$ cat config.mk
export PLATFORM = sky130hd
export DESIGN_NAME = external_memory_bus_sequencer
export DESIGN_NICKNAME = d
export VERILOG_FILES = /design/src/rtl/embs_pkg.sv /design/src/rtl/external_memory_bus_sequencer.sv
export SDC_FILE = /design/constraint.sdc
export NUM_CORES = 1
export LEC_CHECK = 0
export ABC_CLOCK_PERIOD_IN_PS = 6800
export BUFFER_PORTS_ARGS = -buffer_cell sky130_fd_sc_hd__buf_2
export CORE_ASPECT_RATIO = 1.4
export CORE_MARGIN = 2
export CORE_UTILIZATION = 45
export DETAILED_ROUTE_END_ITERATION = 10
export PLACE_DENSITY = 0.62
export REMOVE_ABC_BUFFERS = 1
export SLEW_MARGIN = 20
export SYNTH_ARGS = -nofsm -noshare
export SYNTH_HDL_FRONTEND = slang
export SYNTH_SLANG_ARGS = --single-unit
export TNS_END_PERCENT = 20
$ cat constraint.sdc
create_clock -name clk -period 6.8 [get_ports clk]
set_input_delay 1.7 -clock clk [delete_from_list [all_inputs] [get_ports clk]]
set_output_delay 1.7 -clock clk [all_outputs]
set_load 0.02 [all_outputs]
$ cat src/rtl/embs_pkg.sv
// Package: types and constants of the external memory bus sequencer
package embs_pkg;

  localparam int DATA_W     = 8;
  localparam int ADDR_W     = 16;
  localparam int TIME_W     = 16;
  localparam int HIGH_SHIFT = 8;
  localparam int KIND_W     = 2;
  localparam int MODE_W     = 3;
  localparam int CFG_IDX_W  = 3;

  localparam logic [KIND_W-1:0] KIND_TICK  = 2'd0;
  localparam logic [KIND_W-1:0] KIND_READ  = 2'd1;
  localparam logic [KIND_W-1:0] KIND_WRITE = 2'd2;

  localparam int MODE_LA = 0;
  localparam int MODE_RW = 1;
  localparam int MODE_EN = 2;

  localparam logic [CFG_IDX_W-1:0] CFG_LATCH_ON    = 3'd0;
  localparam logic [CFG_IDX_W-1:0] CFG_ADDRESS     = 3'd1;
  localparam logic [CFG_IDX_W-1:0] CFG_LATCH_OFF   = 3'd2;
  localparam logic [CFG_IDX_W-1:0] CFG_READ_SETUP  = 3'd3;
  localparam logic [CFG_IDX_W-1:0] CFG_WRITE_SETUP = 3'd4;
  localparam logic [CFG_IDX_W-1:0] CFG_READ_SAMPLE = 3'd5;

  typedef enum logic [2:0] {
    PH_IDLE,
    PH_LAEN,
    PH_ADDR,
    PH_LADI,
    PH_DATA,
    PH_READ
  } phase_t;

endpackage

$ cat src/rtl/external_memory_bus_sequencer.sv
// External memory bus sequencer: timed strobe and pin control for a multiplexed bus
//
// Use:
//   in_*   request channel (valid/ready). kind 0 is a tick, 1 a read, 2 a write.
//          A read or write arms an access; each tick while busy advances the elapsed
//          count and runs every phase whose programmed time has been reached, in order.
//   out_*  result channel (valid/ready). One result per request: the pin and strobe
//          levels after that request, read data, read_done, busy and overlap flags.
//   cfg_*  write channel for the six phase times, always ready; write while idle.
// Path: a request is held in the input register, then its result is loaded into the
// result register, where the receiver takes it.
// Throughput: one request per cycle while out_ready is high; the phase chain of a tick
// settles combinationally between the input register and the result register.
// Stall: while out_ready is low the result holds and one more request is taken into
// the input register; in_ready then drops until the result is taken.
// Reset: synchronous, active low; strobes go to rw high, enable high, latch low, pins
// to zero with the data pins as inputs, all phase times to zero, no result pending.
module external_memory_bus_sequencer (
  input  logic                           clk,
  input  logic                           rst_n,
  input  logic                           in_valid,
  output logic                           in_ready,
  input  logic [embs_pkg::KIND_W-1:0]    in_kind,
  input  logic [embs_pkg::ADDR_W-1:0]    in_address,
  input  logic [embs_pkg::DATA_W-1:0]    in_write_value,
  input  logic [embs_pkg::MODE_W-1:0]    in_mode_flags,
  input  logic [embs_pkg::DATA_W-1:0]    in_bus_in,
  output logic                           out_valid,
  input  logic                           out_ready,
  output logic                           out_rw_level,
  output logic                           out_enable_level,
  output logic                           out_latch_level,
  output logic [embs_pkg::ADDR_W-1:0]    out_address_pins,
  output logic [embs_pkg::DATA_W-1:0]    out_data_pins_out,
  output logic                           out_data_pins_drive,
  output logic [embs_pkg::DATA_W-1:0]    out_read_value,
  output logic                           out_read_done,
  output logic                           out_busy_res,
  output logic                           out_overlap_error,
  input  logic                           cfg_valid,
  output logic                           cfg_ready,
  input  logic [embs_pkg::CFG_IDX_W-1:0] cfg_index,
  input  logic [embs_pkg::TIME_W-1:0]    cfg_data
);
  import embs_pkg::*;

  logic [TIME_W-1:0] latch_on_r, address_t_r, latch_off_r;
  logic [TIME_W-1:0] read_setup_r, write_setup_r, read_sample_r;

  logic              s1_valid_r;
  logic [KIND_W-1:0] s1_kind_r;
  logic [ADDR_W-1:0] s1_address_r;
  logic [DATA_W-1:0] s1_write_value_r;
  logic [MODE_W-1:0] s1_mode_r;
  logic [DATA_W-1:0] s1_bus_r;

  phase_t            phase_r, phase_nxt, step_ph;
  logic [TIME_W-1:0] elapsed_r, elapsed_nxt, elapsed_inc;
  logic              is_read_r, is_read_nxt;
  logic [MODE_W-1:0] mode_r, mode_nxt;
  logic [ADDR_W-1:0] acc_addr_r, acc_addr_nxt;
  logic [DATA_W-1:0] acc_data_r, acc_data_nxt;
  logic              rw_r, rw_nxt;
  logic              enable_r, enable_nxt;
  logic              latch_r, latch_nxt;
  logic [ADDR_W-1:0] addr_pin_r, addr_pin_nxt;
  logic [DATA_W-1:0] data_out_r, data_out_nxt;
  logic              drive_r, drive_nxt;
  logic [DATA_W-1:0] captured_r, captured_nxt;

  logic out_valid_r;
  logic s1_fire, req, tick;
  logic t_laen, t_addr, t_ladi, t_data, t_read;
  logic run_laen, run_addr, run_ladi, run_data, run_read;

  assign cfg_ready = 1'b1;
  assign s1_fire   = s1_valid_r && (!out_valid_r || out_ready);
  assign in_ready  = !s1_valid_r || !out_valid_r || out_ready;

  assign req  = s1_fire && (s1_kind_r == KIND_READ || s1_kind_r == KIND_WRITE);
  assign tick = s1_fire && (s1_kind_r == KIND_TICK) && (phase_r != PH_IDLE);

  assign elapsed_inc = (elapsed_r != {TIME_W{1'b1}}) ? elapsed_r + {{(TIME_W-1){1'b0}}, 1'b1}
                                                     : elapsed_r;
  assign mode_nxt = (req && s1_kind_r == KIND_READ) ? s1_mode_r : mode_r;

  assign t_laen = latch_on_r <= elapsed_inc;
  assign t_addr = address_t_r <= elapsed_inc;
  assign t_ladi = latch_off_r <= elapsed_inc;
  assign t_data = (is_read_r ? read_setup_r : write_setup_r) <= elapsed_inc;
  assign t_read = read_sample_r <= elapsed_inc;

  // phase sequencing
  always_comb begin
    phase_nxt = phase_r;
    step_ph   = phase_r;
    run_laen  = 1'b0;
    run_addr  = 1'b0;
    run_ladi  = 1'b0;
    run_data  = 1'b0;
    run_read  = 1'b0;
    if (req) begin
      phase_nxt = mode_nxt[MODE_LA] ? PH_LAEN : PH_ADDR;
    end else if (tick) begin
      run_laen = (step_ph == PH_LAEN) && t_laen;
      if (run_laen) step_ph = PH_ADDR;
      run_addr = (step_ph == PH_ADDR) && t_addr;
      if (run_addr) step_ph = mode_r[MODE_LA] ? PH_LADI : PH_DATA;
      run_ladi = (step_ph == PH_LADI) && t_ladi;
      if (run_ladi) step_ph = PH_DATA;
      run_data = (step_ph == PH_DATA) && t_data;
      if (run_data) step_ph = is_read_r ? PH_READ : PH_IDLE;
      run_read = (step_ph == PH_READ) && t_read;
      if (run_read) step_ph = PH_IDLE;
      phase_nxt = step_ph;
    end
  end

  // pin, strobe and access datapath
  always_comb begin
    elapsed_nxt  = elapsed_r;
    is_read_nxt  = is_read_r;
    acc_addr_nxt = acc_addr_r;
    acc_data_nxt = acc_data_r;
    rw_nxt       = rw_r;
    enable_nxt   = enable_r;
    latch_nxt    = latch_r;
    addr_pin_nxt = addr_pin_r;
    data_out_nxt = data_out_r;
    drive_nxt    = drive_r;
    captured_nxt = captured_r;
    if (req) begin
      elapsed_nxt  = '0;
      is_read_nxt  = (s1_kind_r == KIND_READ);
      acc_addr_nxt = s1_address_r;
      if (s1_kind_r == KIND_WRITE) acc_data_nxt = s1_write_value_r;
    end else if (tick) begin
      elapsed_nxt = elapsed_inc;
      if (run_laen) latch_nxt = 1'b1;
      if (run_addr) begin
        if (mode_r[MODE_RW]) rw_nxt = is_read_r;
        if (mode_r[MODE_LA]) begin
          data_out_nxt = acc_addr_r[DATA_W-1:0];
          drive_nxt    = 1'b1;
          addr_pin_nxt = {{HIGH_SHIFT{1'b0}}, acc_addr_r[ADDR_W-1:HIGH_SHIFT]};
        end else begin
          addr_pin_nxt = acc_addr_r;
        end
      end
      if (run_ladi) latch_nxt = 1'b0;
      if (run_data) begin
        if (is_read_r) begin
          drive_nxt = 1'b0;
          if (mode_r[MODE_EN]) enable_nxt = 1'b0;
        end else begin
          data_out_nxt = acc_data_r;
          drive_nxt    = 1'b1;
        end
      end
      if (run_read) begin
        captured_nxt = s1_bus_r;
        if (mode_r[MODE_EN]) enable_nxt = 1'b1;
      end
    end
  end

  always_ff @(posedge clk) begin
    if (!rst_n) begin
      latch_on_r    <= '0;
      address_t_r   <= '0;
      latch_off_r   <= '0;
      read_setup_r  <= '0;
      write_setup_r <= '0;
      read_sample_r <= '0;
    end else if (cfg_valid && cfg_ready) begin
      unique case (cfg_index)
        CFG_LATCH_ON:    latch_on_r    <= cfg_data;
        CFG_ADDRESS:     address_t_r   <= cfg_data;
        CFG_LATCH_OFF:   latch_off_r   <= cfg_data;
        CFG_READ_SETUP:  read_setup_r  <= cfg_data;
        CFG_WRITE_SETUP: write_setup_r <= cfg_data;
        CFG_READ_SAMPLE: read_sample_r <= cfg_data;
        default: ;
      endcase
    end
  end

  always_ff @(posedge clk) begin
    if (!rst_n) begin
      s1_valid_r <= 1'b0;
    end else if (in_ready) begin
      s1_valid_r <= in_valid;
    end
  end

  always_ff @(posedge clk) begin
    if (in_valid && in_ready) begin
      s1_kind_r        <= in_kind;
      s1_address_r     <= in_address;
      s1_write_value_r <= in_write_value;
      s1_mode_r        <= in_mode_flags;
      s1_bus_r         <= in_bus_in;
    end
  end

  always_ff @(posedge clk) begin
    if (!rst_n) begin
      phase_r    <= PH_IDLE;
      elapsed_r  <= '0;
      is_read_r  <= 1'b1;
      mode_r     <= '0;
      acc_addr_r <= '0;
      acc_data_r <= '0;
      rw_r       <= 1'b1;
      enable_r   <= 1'b1;
      latch_r    <= 1'b0;
      addr_pin_r <= '0;
      data_out_r <= '0;
      drive_r    <= 1'b0;
      captured_r <= '0;
    end else if (s1_fire) begin
      phase_r    <= phase_nxt;
      elapsed_r  <= elapsed_nxt;
      is_read_r  <= is_read_nxt;
      mode_r     <= mode_nxt;
      acc_addr_r <= acc_addr_nxt;
      acc_data_r <= acc_data_nxt;
      rw_r       <= rw_nxt;
      enable_r   <= enable_nxt;
      latch_r    <= latch_nxt;
      addr_pin_r <= addr_pin_nxt;
      data_out_r <= data_out_nxt;
      drive_r    <= drive_nxt;
      captured_r <= captured_nxt;
    end
  end

  always_ff @(posedge clk) begin
    if (!rst_n) begin
      out_valid_r <= 1'b0;
    end else if (s1_fire) begin
      out_valid_r <= 1'b1;
    end else if (out_ready) begin
      out_valid_r <= 1'b0;
    end
  end

  always_ff @(posedge clk) begin
    if (s1_fire) begin
      out_rw_level        <= rw_nxt;
      out_enable_level    <= enable_nxt;
      out_latch_level     <= latch_nxt;
      out_address_pins    <= addr_pin_nxt;
      out_data_pins_out   <= data_out_nxt;
      out_data_pins_drive <= drive_nxt;
      out_read_value      <= captured_nxt;
      out_read_done       <= run_read;
      out_busy_res        <= (phase_nxt != PH_IDLE);
      out_overlap_error   <= req && (phase_r != PH_IDLE);
    end
  end

  assign out_valid = out_valid_r;

endmodule

==> results of run 1 <==
## worst max-delay path by stage
stage / startpoint / end / slack (ns)
global route: elapsed_r[0] / out_read_value[2] / 0.04
CTS: elapsed_r[0] / out_read_value[2] / 0.51
floorplan: elapsed_r[0] / out_read_value[0] / 1.11
detailed placement: elapsed_r[0] / out_read_value[2] / 0.56
finish: elapsed_r[0] / out_read_value[0] / 0.53
global placement: elapsed_r[0] / out_read_value[2] / 0.68
## state kept, by name, indices dropped and copies added, names as in the netlist, 16 cells and up
name	flops
elapsed_r	16
read_sample_r	16
acc_addr_r	16
latch_on_r	16
s1_address_r	16
addr_pin_r	16
address_t_r	16
write_setup_r	16
out_address_pins	16
read_setup_r	16
latch_off_r	16
## routing by layer
metal  share of wire [%]  routed length [µm]  global-route usage, %
met5                   0                   0                      0
met4                 3.0                 888                   7.59
met3                 3.6                1070                   2.28
met2                  52               15500                   39.9
met1                  41               12200                   24.5
## cell usage after synthesis, types with 5 or more instances
library cell  number  area share (%)
a211oi_1          12            0.75
a21o_1            15            0.94
a21oi_1          163             6.8
a221oi_1           5            0.36
and2_1            28             1.5
and3_1            10            0.52
and4_1             8            0.58
clkbuf_1          58             1.8
dfxtp_1          181              30
edfxtp_1          76              19
ha_1              74             7.7
inv_1             22            0.69
mux2_1             8            0.75
mux2_2            15             1.4
mux2i_1           28             2.3
nand2_1          307             9.6
nand2b_1           5            0.26
nand3_1           30             1.2
nand4_1           13            0.68
nor2_1            58             1.8
nor2b_1            8            0.42
nor3_1             8            0.33
o211ai_1           6            0.37
o21ai_0           26             1.1
o21ai_1           17            0.71
xnor2_1           10            0.73
xor2_1             6            0.44
## critical path: cells and delay by family (launching register included)
family,cells,cell delay [ns]
XOR/XNOR,1,0.64
flip-flops,1,0.35
buffers and inverters,1,0.32
adder cells (fa/ha/maj),2,0.48
AO/OA/AOI/OAI,4,1.38
AND/OR/NAND/NOR,10,2.48
multiplexers,1,0.36
## placed cells by master (no fill, tap or decap), drive strengths merged, types with 5 or more instances in the layout
master   Yosys  layout
edfxtp      76      76
nand3       32      32
a21oi      163     163
xnor2       10      10
and2        28      28
inv         23      24
clkinv       2      11
nor2        58      58
a211oi      13      13
buf          9     120
nor3         8       8
or2          5       5
nand4       14      14
a221oi       5       5
o211ai       6       6
mux2        23      23
clkbuf      58      34
and3        10      10
a2111oi      5       5
ha          74      74
and4         8       8
o21ai       43      43
a21o        15      15
nor2b        8       8
nand2b       5       5
dfxtp      181     181
xor2         6       6
mux2i       28      28
nand2      307     307
## kinds of logic (layout without fill, tap and decap cells)
family                   count (synthesis)  after routing  share of synthesized area [%]
AO/OA/AOI/OAI                          301            301                           15.5
XOR/XNOR                                16             16                           1.17
adder cells (fa/ha/maj)                 78             78                           8.05
buffers and inverters                   92            193                           3.08
flip-flops                             257            257                           49.1
multiplexers                            51             51                           4.49
other                                    1              1                         0.0312
AND/OR/NAND/NOR                        498            498                           18.5
## power groups by stage
stage / registers, mW / logic, mW / clock network, mW
finish: 1.64 / 0.231 / 1.48
floorplan: 1.68 / 0.129 / 0
CTS: 1.64 / 0.234 / 1.51
detailed placement: 1.67 / 0.233 / 0
global route: 1.64 / 0.258 / 1.56
global placement: 1.67 / 0.229 / 0
## area by class of cell
cell class / instances / share of cell area (%)
clock buffers: 34 / 5.42
clock inverters: 14 / 1.05
well taps: 324 / 2.96
multi-input cells: 945 / 42.0
inverters: 25 / 0.704
flip-flops and latches: 257 / 43.1
repair buffers: 120 / 4.73
## through the flow
stage | utilization [%] | hold WS (ns) | cell area, µm² | setup slack, ns
after floorplan | - | 0.431 | 11700 | 1.11
after global placement | 48.9 | 0.438 | 12800 | 0.684
final | 52.3 | 0.453 | 13700 | 0.525
after detailed placement | 48.9 | 0.446 | 12800 | 0.563
after global routing | 52.3 | 0.471 | 13700 | 0.0407
after CTS | 52.3 | 0.455 | 13700 | 0.510
==> run_results.csv, run 1 <==
group,metric,value,unit
run_status,outcome,"finished, final reports clean",
synth,syn_avg_cell_area,9.29,µm²
clock_tree,cts.sinks,257,
grt,grt_max_degree,89,
min_path,worstHoldEndpoint,"captured_r[6]",
cells_and_area,fin_nets,1511,
clock_tree,cts_max_level,1,
timing,period_minus_slack,6.27,ns
pwr,pwr-share-comb,6.9,%
timing,fmax,159,MHz
pwr,p_seq_share,48.9,%
critical_path,crit_fanout,19,
pwr,power_frac_clock,44.1,%
critical_path,worstPathArrival,6.55,ns
grt,grt_pass1_wl,47.5,mm
placed_design,place_congestion,0.886,
clock_tree,root_buffer,"clkbuf_16",
synth,synth_cell_types,76,
die,io-pin-count,103,
clock_tree,ctsHoldBuffers,0,
detailed_routing,drtIter0Drc,409,
critical_path,r2r-end,"out_read_value[0]",
critical_path,crit_chain,"ha_1, nand3_2, nor2_1, nand3_1, nand4_1, or4_1, xnor2_1, ha_1, nand4_1, nor4_1, o21ai_1, a2111oi_1, nand2b_1, a211oi_1, a2111oi_4, nand3_2, nor4b_4, buf_4, mux2_1",
pwr,switchingPower,769,µW
clock_tree,cts_made_buffers,27,
die,core,0.0262,mm²
pwr,leakagePower,5.33,nW
die,die-area,0.0281,mm²
cells_and_area,seqCellArea,0.00591,mm²
job,cap_viol_max_count,0,
critical_path,reg2reg_from,"elapsed_r[0]",
synth,ys_warn_count,0,
detailed_routing,num_vias,9413,
detailed_routing,wl_per_cell,17.3,µm
timing,finalHoldViolCount,0,
min_path,hold_depth,2,
die,num_rows,70,
placed_design,dpl.hpwl,20.9,mm
timing,finalClockSkew,0.0194,ns
pwr,fin_total_pwr,3.34,mW
timing,setup-tns-final,0,ns
detailed_routing,first_pass_iters,5,
grt,grt_usage,21.2,%
timing,period_share,92.3,%
synth,synth_flop_cell,"dfxtp_1",
synth,yosysSeqAreaShare,49.1,%
timing,rsz0062_at_grt,"no",
clock_tree,post_cts_buffers,0,
synth,ys_ff_latch,257,
synth,syn-cell-area,0.0120,mm²
detailed_routing,wirelength,29.7,mm
timing,report.final.slew_viol_count,0,
die,die_x,142,µm
die,die_h,197,µm
critical_path,worstPathRequired,7.07,ns
min_path,min_path_type,"flip-flop to flip-flop",
synth,synth_edf_count,76,
cells_and_area,num_antenna_cells,0,
timing,max_slew_margin,29.8,%
placed_design,io_buffers,101,
detailed_routing,routed_via_density,5.48,
critical_path,reg2regPathDepth,19,
critical_path,reg2reg_setup_slack,0.53,ns
critical_path,startpoint_type,"flip-flop",
pwr,vdd_drop_max,0.183,mV
synth,syn_inst,1294,
clock_tree,cts_resized,0,
min_path,hp-start,"captured_r[6]",
clock_tree,clk_transition_reported_paths,0.06,ns
placed_design,dpl.cell_count,1671,
clock_tree,clock_latency,0.54,ns
critical_path,critPathKind,"flip-flop to flip-flop",
die,start_util,45.9,%
clock_tree,cts.path.max_buffers,3,
detailed_routing,drc,0,
critical_path,crit_path_end_kind,"flip-flop",
grt,antenna_found_initial,0,
synth,async_flop_share,0,%
pwr,swShare,23.0,%
pwr,cellPowerDensity,244,mW/mm²
critical_path,critPathSlowestCell,"a2111oi_1",
grt,grt_pass1_vias,9255,
cells_and_area,fill_cells,2462,
timing,worst_pin_slew,1.04,ns
cells_and_area,drive_gt1_share,13.9,%
cells_and_area,syn_to_final_growth,13.9,%
detailed_routing,ant_nets,0,
pwr,p_int,2.58,mW
cells_and_area,multiInputGateArea,0.00575,mm²
timing,setup_viol,0,
critical_path,max_stage_delay,0.68,ns
clock_tree,cts_tree,"yes",
grt,gr-total-overflow,0,
cells_and_area,stdcell_count,1719,
(Power assumes the default switching activity.)
==> run 2: changes to the inputs <==
CORE_MARGIN = 4   (was 2)
==> run_results.csv, run 2 (synthesis results as in run 1) <==
group,metric,value,unit
critical_path,worstSetupStartpoint,"elapsed_r[0]",
critical_path,critPathKind,"flip-flop to flip-flop",
timing,max_slew_margin,26.1,%
grt,grt_pass1_wl,48.0,mm
timing,fin_ws,0.822,ns
placed_design,dpl_worst_slack,0.795,ns
grt,grt_max_degree,97,
cells_and_area,fill_cells,2467,
min_path,hold_depth,2,
critical_path,endpoint,"out_read_value[2]",
critical_path,reg2reg_setup_slack,0.82,ns
clock_tree,cts.path.max_buffers,3,
timing,setup_viol,0,
critical_path,worstPathRequired,7.07,ns
placed_design,place_congestion,0.861,
die,core,0.0262,mm²
critical_path,reg2reg_from,"elapsed_r[0]",
timing,period_minus_slack,5.98,ns
clock_tree,cts.sinks,257,
clock_tree,clk_transition_reported_paths,0.06,ns
cells_and_area,drive_gt1_share,13.5,%
die,io-pin-count,103,
timing,fmax,167,MHz
die,die_h,201,µm
cells_and_area,num_antenna_cells,0,
die,num_rows,70,
critical_path,startpoint_type,"flip-flop",
clock_tree,cts_resized,0,
pwr,vdd_drop_max,0.166,mV
detailed_routing,drc,0,
clock_tree,ctsHoldBuffers,0,
grt,grt_pass1_vias,9297,
critical_path,crit_fanout,19,
detailed_routing,first_pass_iters,4,
timing,report.final.slew_viol_count,0,
clock_tree,cts_tree,"yes",
clock_tree,cts_made_buffers,27,
grt,gr-total-overflow,0,
timing,period_share,87.9,%
critical_path,crit_path_end_kind,"flip-flop",
cells_and_area,syn_to_final_growth,13.8,%
cells_and_area,final_common_cell,"nand2_1",
job,cap_viol_max_count,0,
critical_path,worstPathArrival,6.25,ns
timing,finalClockSkew,0.0233,ns
die,die_x,146,µm
clock_tree,root_buffer,"clkbuf_16",
timing,worst_pin_slew,1.10,ns
detailed_routing,routed_via_density,5.50,
critical_path,r2r-end,"out_read_value[2]",
critical_path,reg2regPathDepth,19,
grt,grt_usage,19.8,%
run_status,outcome,"finished, final reports clean",
grt,antenna_found_initial,0,
cells_and_area,fin_nets,1510,
detailed_routing,drtIter0Drc,420,
timing,finalHoldViolCount,0,
placed_design,dpl.hpwl,20.9,mm
pwr,leakagePower,5.31,nW
detailed_routing,wirelength,29.8,mm
clock_tree,clock_latency,0.55,ns
cells_and_area,most-common-layout-cells,"nand2_1 (307), dfxtp_1 (181), a21oi_1 (163)",
cells_and_area,post-route-util,52.2,%
clock_tree,cts_max_level,1,
detailed_routing,ant_nets,0,
detailed_routing,num_vias,9453,
min_path,min_path_type,"flip-flop to flip-flop",
timing,rsz0062_at_grt,"no",
pwr,cellPowerDensity,245,mW/mm²
clock_tree,post_cts_buffers,0,
placed_design,io_buffers,101,
timing,setup-tns-final,0,ns
die,die-area,0.0294,mm²
die,start_util,45.9,%
detailed_routing,wl_per_cell,17.3,µm
-- run 2: cell count changes in the layout (fill, tap and decap cells not counted), sizes merged --
cell	delta
buf	-1
clkbuf	+8
clkinv	-7
inv	+1
-- run 2: worst max-delay path: stages (launching register included) --
cell	delay [ns]
dfxtp_1	0.35
ha_1	0.26
nand3_2	0.18
nor2_1	0.10
nand3_1	0.09
nand4_1	0.23
or4_1	0.49
xnor2_1	0.63
ha_1	0.21
and4_1	0.23
nand4_1	0.15
or4b_1	0.51
a22oi_1	0.23
a211oi_2	0.15
o41ai_1	0.53
a2111oi_4	0.14
nand3_2	0.31
nor4b_4	0.26
buf_4	0.32
mux2_1	0.35
-- run 2: worst min path at each step --
stage	from	to	slack (ns)
2_1_floorplan	captured_r[0]	captured_r[0]	0.43
3_3_place_gp	read_setup_r[2]	read_setup_r[2]	0.44
3_5_place_dp	read_setup_r[5]	read_setup_r[5]	0.44
4_1_cts	read_setup_r[5]	read_setup_r[5]	0.45
5_1_grt	read_setup_r[6]	read_setup_r[6]	0.46
6_report	write_setup_r[11]	write_setup_r[11]	0.45
-- run 2: metrics by stage --
| step | std cells | instance area, µm² | power [mW] | hold slack, ns |
|---|---|---|---|---|
| floorplan | 1227 | 11700 | 1.80 | 0.431 |
| global placement | 1670 | 12800 | 1.90 | 0.438 |
| detailed placement | 1670 | 12800 | 1.90 | 0.443 |
| CTS | 1720 | 13700 | 3.38 | 0.451 |
| global route | 1720 | 13700 | 3.47 | 0.465 |
| finish | 1720 | 13700 | 3.34 | 0.452 |
-- run 2: power by group --
part / internal (mW) / switching, mW
sequential: 1.62 / 0.0195
combinational: 0.0789 / 0.151
clock: 0.882 / 0.596
-- run 2: layout make-up --
type	instances	area [µm²]	share of cell area [%]
Sequential cell	257	5910	43.2
Tap cell	324	405	2.96
Timing Repair Buffer	119	641	4.68
Clock buffer	42	762	5.57
Multi-Input combinational cell	945	5750	42.0
Inverter	25	96.3	0.704
Clock inverter	8	120	0.878
-- run 2: layer usage --
metal / routed length, µm / vias to the layer above / track usage (%) / part of all wire, %
li1: - / 4736 / - / -
met1: 12500 / 4448 / 23.7 / 42
met2: 15100 / 202 / 35.9 / 51
met3: 1290 / 67 / 2.68 / 4.3
met4: 965 / 0 / 7.23 / 3.2
met5: 0 / - / 0 / 0
==> run 3: changes to the inputs <==
BUFFER_PORTS_ARGS = -buffer_cell sky130_fd_sc_hd__clkbuf_2   (was -buffer_cell sky130_fd_sc_hd__buf_2)
CAP_MARGIN = 10   (was default)
==> run_results.csv, run 3 (synthesis results as in run 1) <==
group,metric,value,unit
run_status,outcome,"finished, final reports clean",
grt,antenna_found_initial,0,
min_path,hp-start,"write_setup_r[12]",
detailed_routing,num_vias,9415,
grt,grt_pass1_wl,47.9,mm
cells_and_area,final_common_cell,"nand2_1",
grt,gr-total-overflow,0,
cells_and_area,fill_cells,2462,
cells_and_area,syn_to_final_growth,14.1,%
detailed_routing,ant_nets,0,
timing,period_minus_slack,5.98,ns
min_path,min_path_type,"flip-flop to flip-flop",
grt,grt_usage,19.7,%
die,die-area,0.0294,mm²
timing,report.final.slew_viol_count,0,
clock_tree,clock_latency,0.53,ns
critical_path,worstPathArrival,6.25,ns
die,start_util,45.9,%
placed_design,dpl_worst_slack,0.775,ns
die,core,0.0262,mm²
clock_tree,cts_resized,0,
clock_tree,clk_transition_reported_paths,0.06,ns
cells_and_area,fin_nets,1512,
placed_design,place_congestion,0.849,
detailed_routing,drc,0,
die,io-pin-count,103,
timing,worst_pin_slew,1.02,ns
detailed_routing,wirelength,29.5,mm
cells_and_area,num_antenna_cells,0,
critical_path,worstPathRequired,7.07,ns
detailed_routing,drtIter0Drc,472,
clock_tree,ctsHoldBuffers,0,
detailed_routing,first_pass_iters,6,
timing,max_slew_margin,31.3,%
pwr,cellPowerDensity,244,mW/mm²
critical_path,reg2reg_setup_slack,0.82,ns
critical_path,r2r-end,"out_read_value[2]",
placed_design,io_buffers,101,
detailed_routing,routed_via_density,5.47,
critical_path,crit_fanout,19,
grt,grt_max_degree,75,
timing,fmax,167,MHz
clock_tree,post_cts_buffers,0,
timing,rsz0062_at_grt,"no",
clock_tree,cts.path.max_buffers,3,
clock_tree,cts_tree,"yes",
die,num_rows,70,
detailed_routing,wl_per_cell,17.1,µm
pwr,leakagePower,5.35,nW
cells_and_area,most-common-layout-cells,"nand2_1 (307), dfxtp_1 (181), a21oi_1 (163)",
timing,finalClockSkew,0.0168,ns
timing,setup-tns-final,0,ns
clock_tree,cts.sinks,257,
critical_path,reg2reg_from,"elapsed_r[0]",
clock_tree,cts_max_level,1,
critical_path,startpoint_type,"flip-flop",
timing,hold_slack,0.452,ns
timing,period_share,88.0,%
job,cap_viol_max_count,0,
min_path,hold_depth,2,
timing,finalHoldViolCount,0,
critical_path,reg2regPathDepth,19,
clock_tree,cts_made_buffers,27,
critical_path,crit_path_end_kind,"flip-flop",
critical_path,critPathKind,"flip-flop to flip-flop",
grt,grt_pass1_vias,9312,
pwr,vdd_drop_max,0.190,mV
cells_and_area,drive_gt1_share,14.1,%
die,die_x,146,µm
clock_tree,root_buffer,"clkbuf_16",
die,die_h,201,µm
placed_design,dpl.hpwl,20.8,mm
timing,setup_viol,0,
timing,fin_ws,0.818,ns
min_path,worstHoldEndpoint,"write_setup_r[12]",
pwr,fin_total_pwr,3.35,mW
==> run 3: power by group <==
part | internal (mW) | switching (mW)
registers | 1.62 | 0.0198
logic | 0.0790 | 0.150
clock network | 0.880 | 0.600
==> run 3: layout make-up <==
| cell class | instances | area (µm²) | share of cell area, % |
|---|---|---|---|
| clock buffer | 38 | 788 | 5.75 |
| clock inverter | 11 | 108 | 0.785 |
| inverter | 25 | 96.3 | 0.703 |
| multi-input combinational | 945 | 5750 | 41.9 |
| sequential | 257 | 5910 | 43.1 |
| tap | 324 | 405 | 2.96 |
| timing repair buffer | 121 | 656 | 4.78 |
==> run 3: worst max-delay path by stage <==
stage	startpoint	end	slack [ns]	cells past startpoint
floorplan	elapsed_r[0]	out_read_value[0]	1.11	18
global placement	elapsed_r[0]	out_read_value[2]	0.90	19
global route	elapsed_r[0]	out_read_value[0]	0.37	19
detailed placement	elapsed_r[0]	out_read_value[0]	0.77	19
finish	elapsed_r[0]	out_read_value[2]	0.82	19
CTS	elapsed_r[0]	out_read_value[0]	0.75	19
==> run 3: per-stage QoR <==
stage | instance area (µm²) | std cells | util (%)
2_1_floorplan | 11700 | 1227 | -
3_3_place_gp | 12800 | 1672 | 48.9
3_5_place_dp | 12800 | 1672 | 48.9
4_1_cts | 13700 | 1721 | 52.3
5_1_grt | 13700 | 1721 | 52.3
6_report | 13700 | 1721 | 52.3
==> run 3: critical path, cell delays in order, from the launching register on <==
cell and delay, ns:
dfxtp_1 0.34, ha_1 0.25, nand3_2 0.18, nor2_1 0.10
nand3_1 0.09, nand4_1 0.22, or4_1 0.48, xnor2_1 0.63
ha_1 0.22, nand4_1 0.14, nor3_1 0.21, nand4_1 0.14
a2111oi_1 0.73, nand2b_1 0.16, a211oi_1 0.41, a2111oi_4 0.15
nand3_2 0.31, nor4b_4 0.25, buf_4 0.32, mux2_1 0.36
==> run 3: layer usage <==
layer | track usage [%] | vias to the layer above | part of all wire (%) | wire length (µm)
li1 | - | 4742 | - | -
met5 | 0 | - | 0 | 0
met1 | 23.5 | 4419 | 41 | 12200
met3 | 2.34 | 63 | 4.0 | 1170
met4 | 6.76 | 0 | 3.3 | 964
met2 | 36.5 | 191 | 51 | 15100
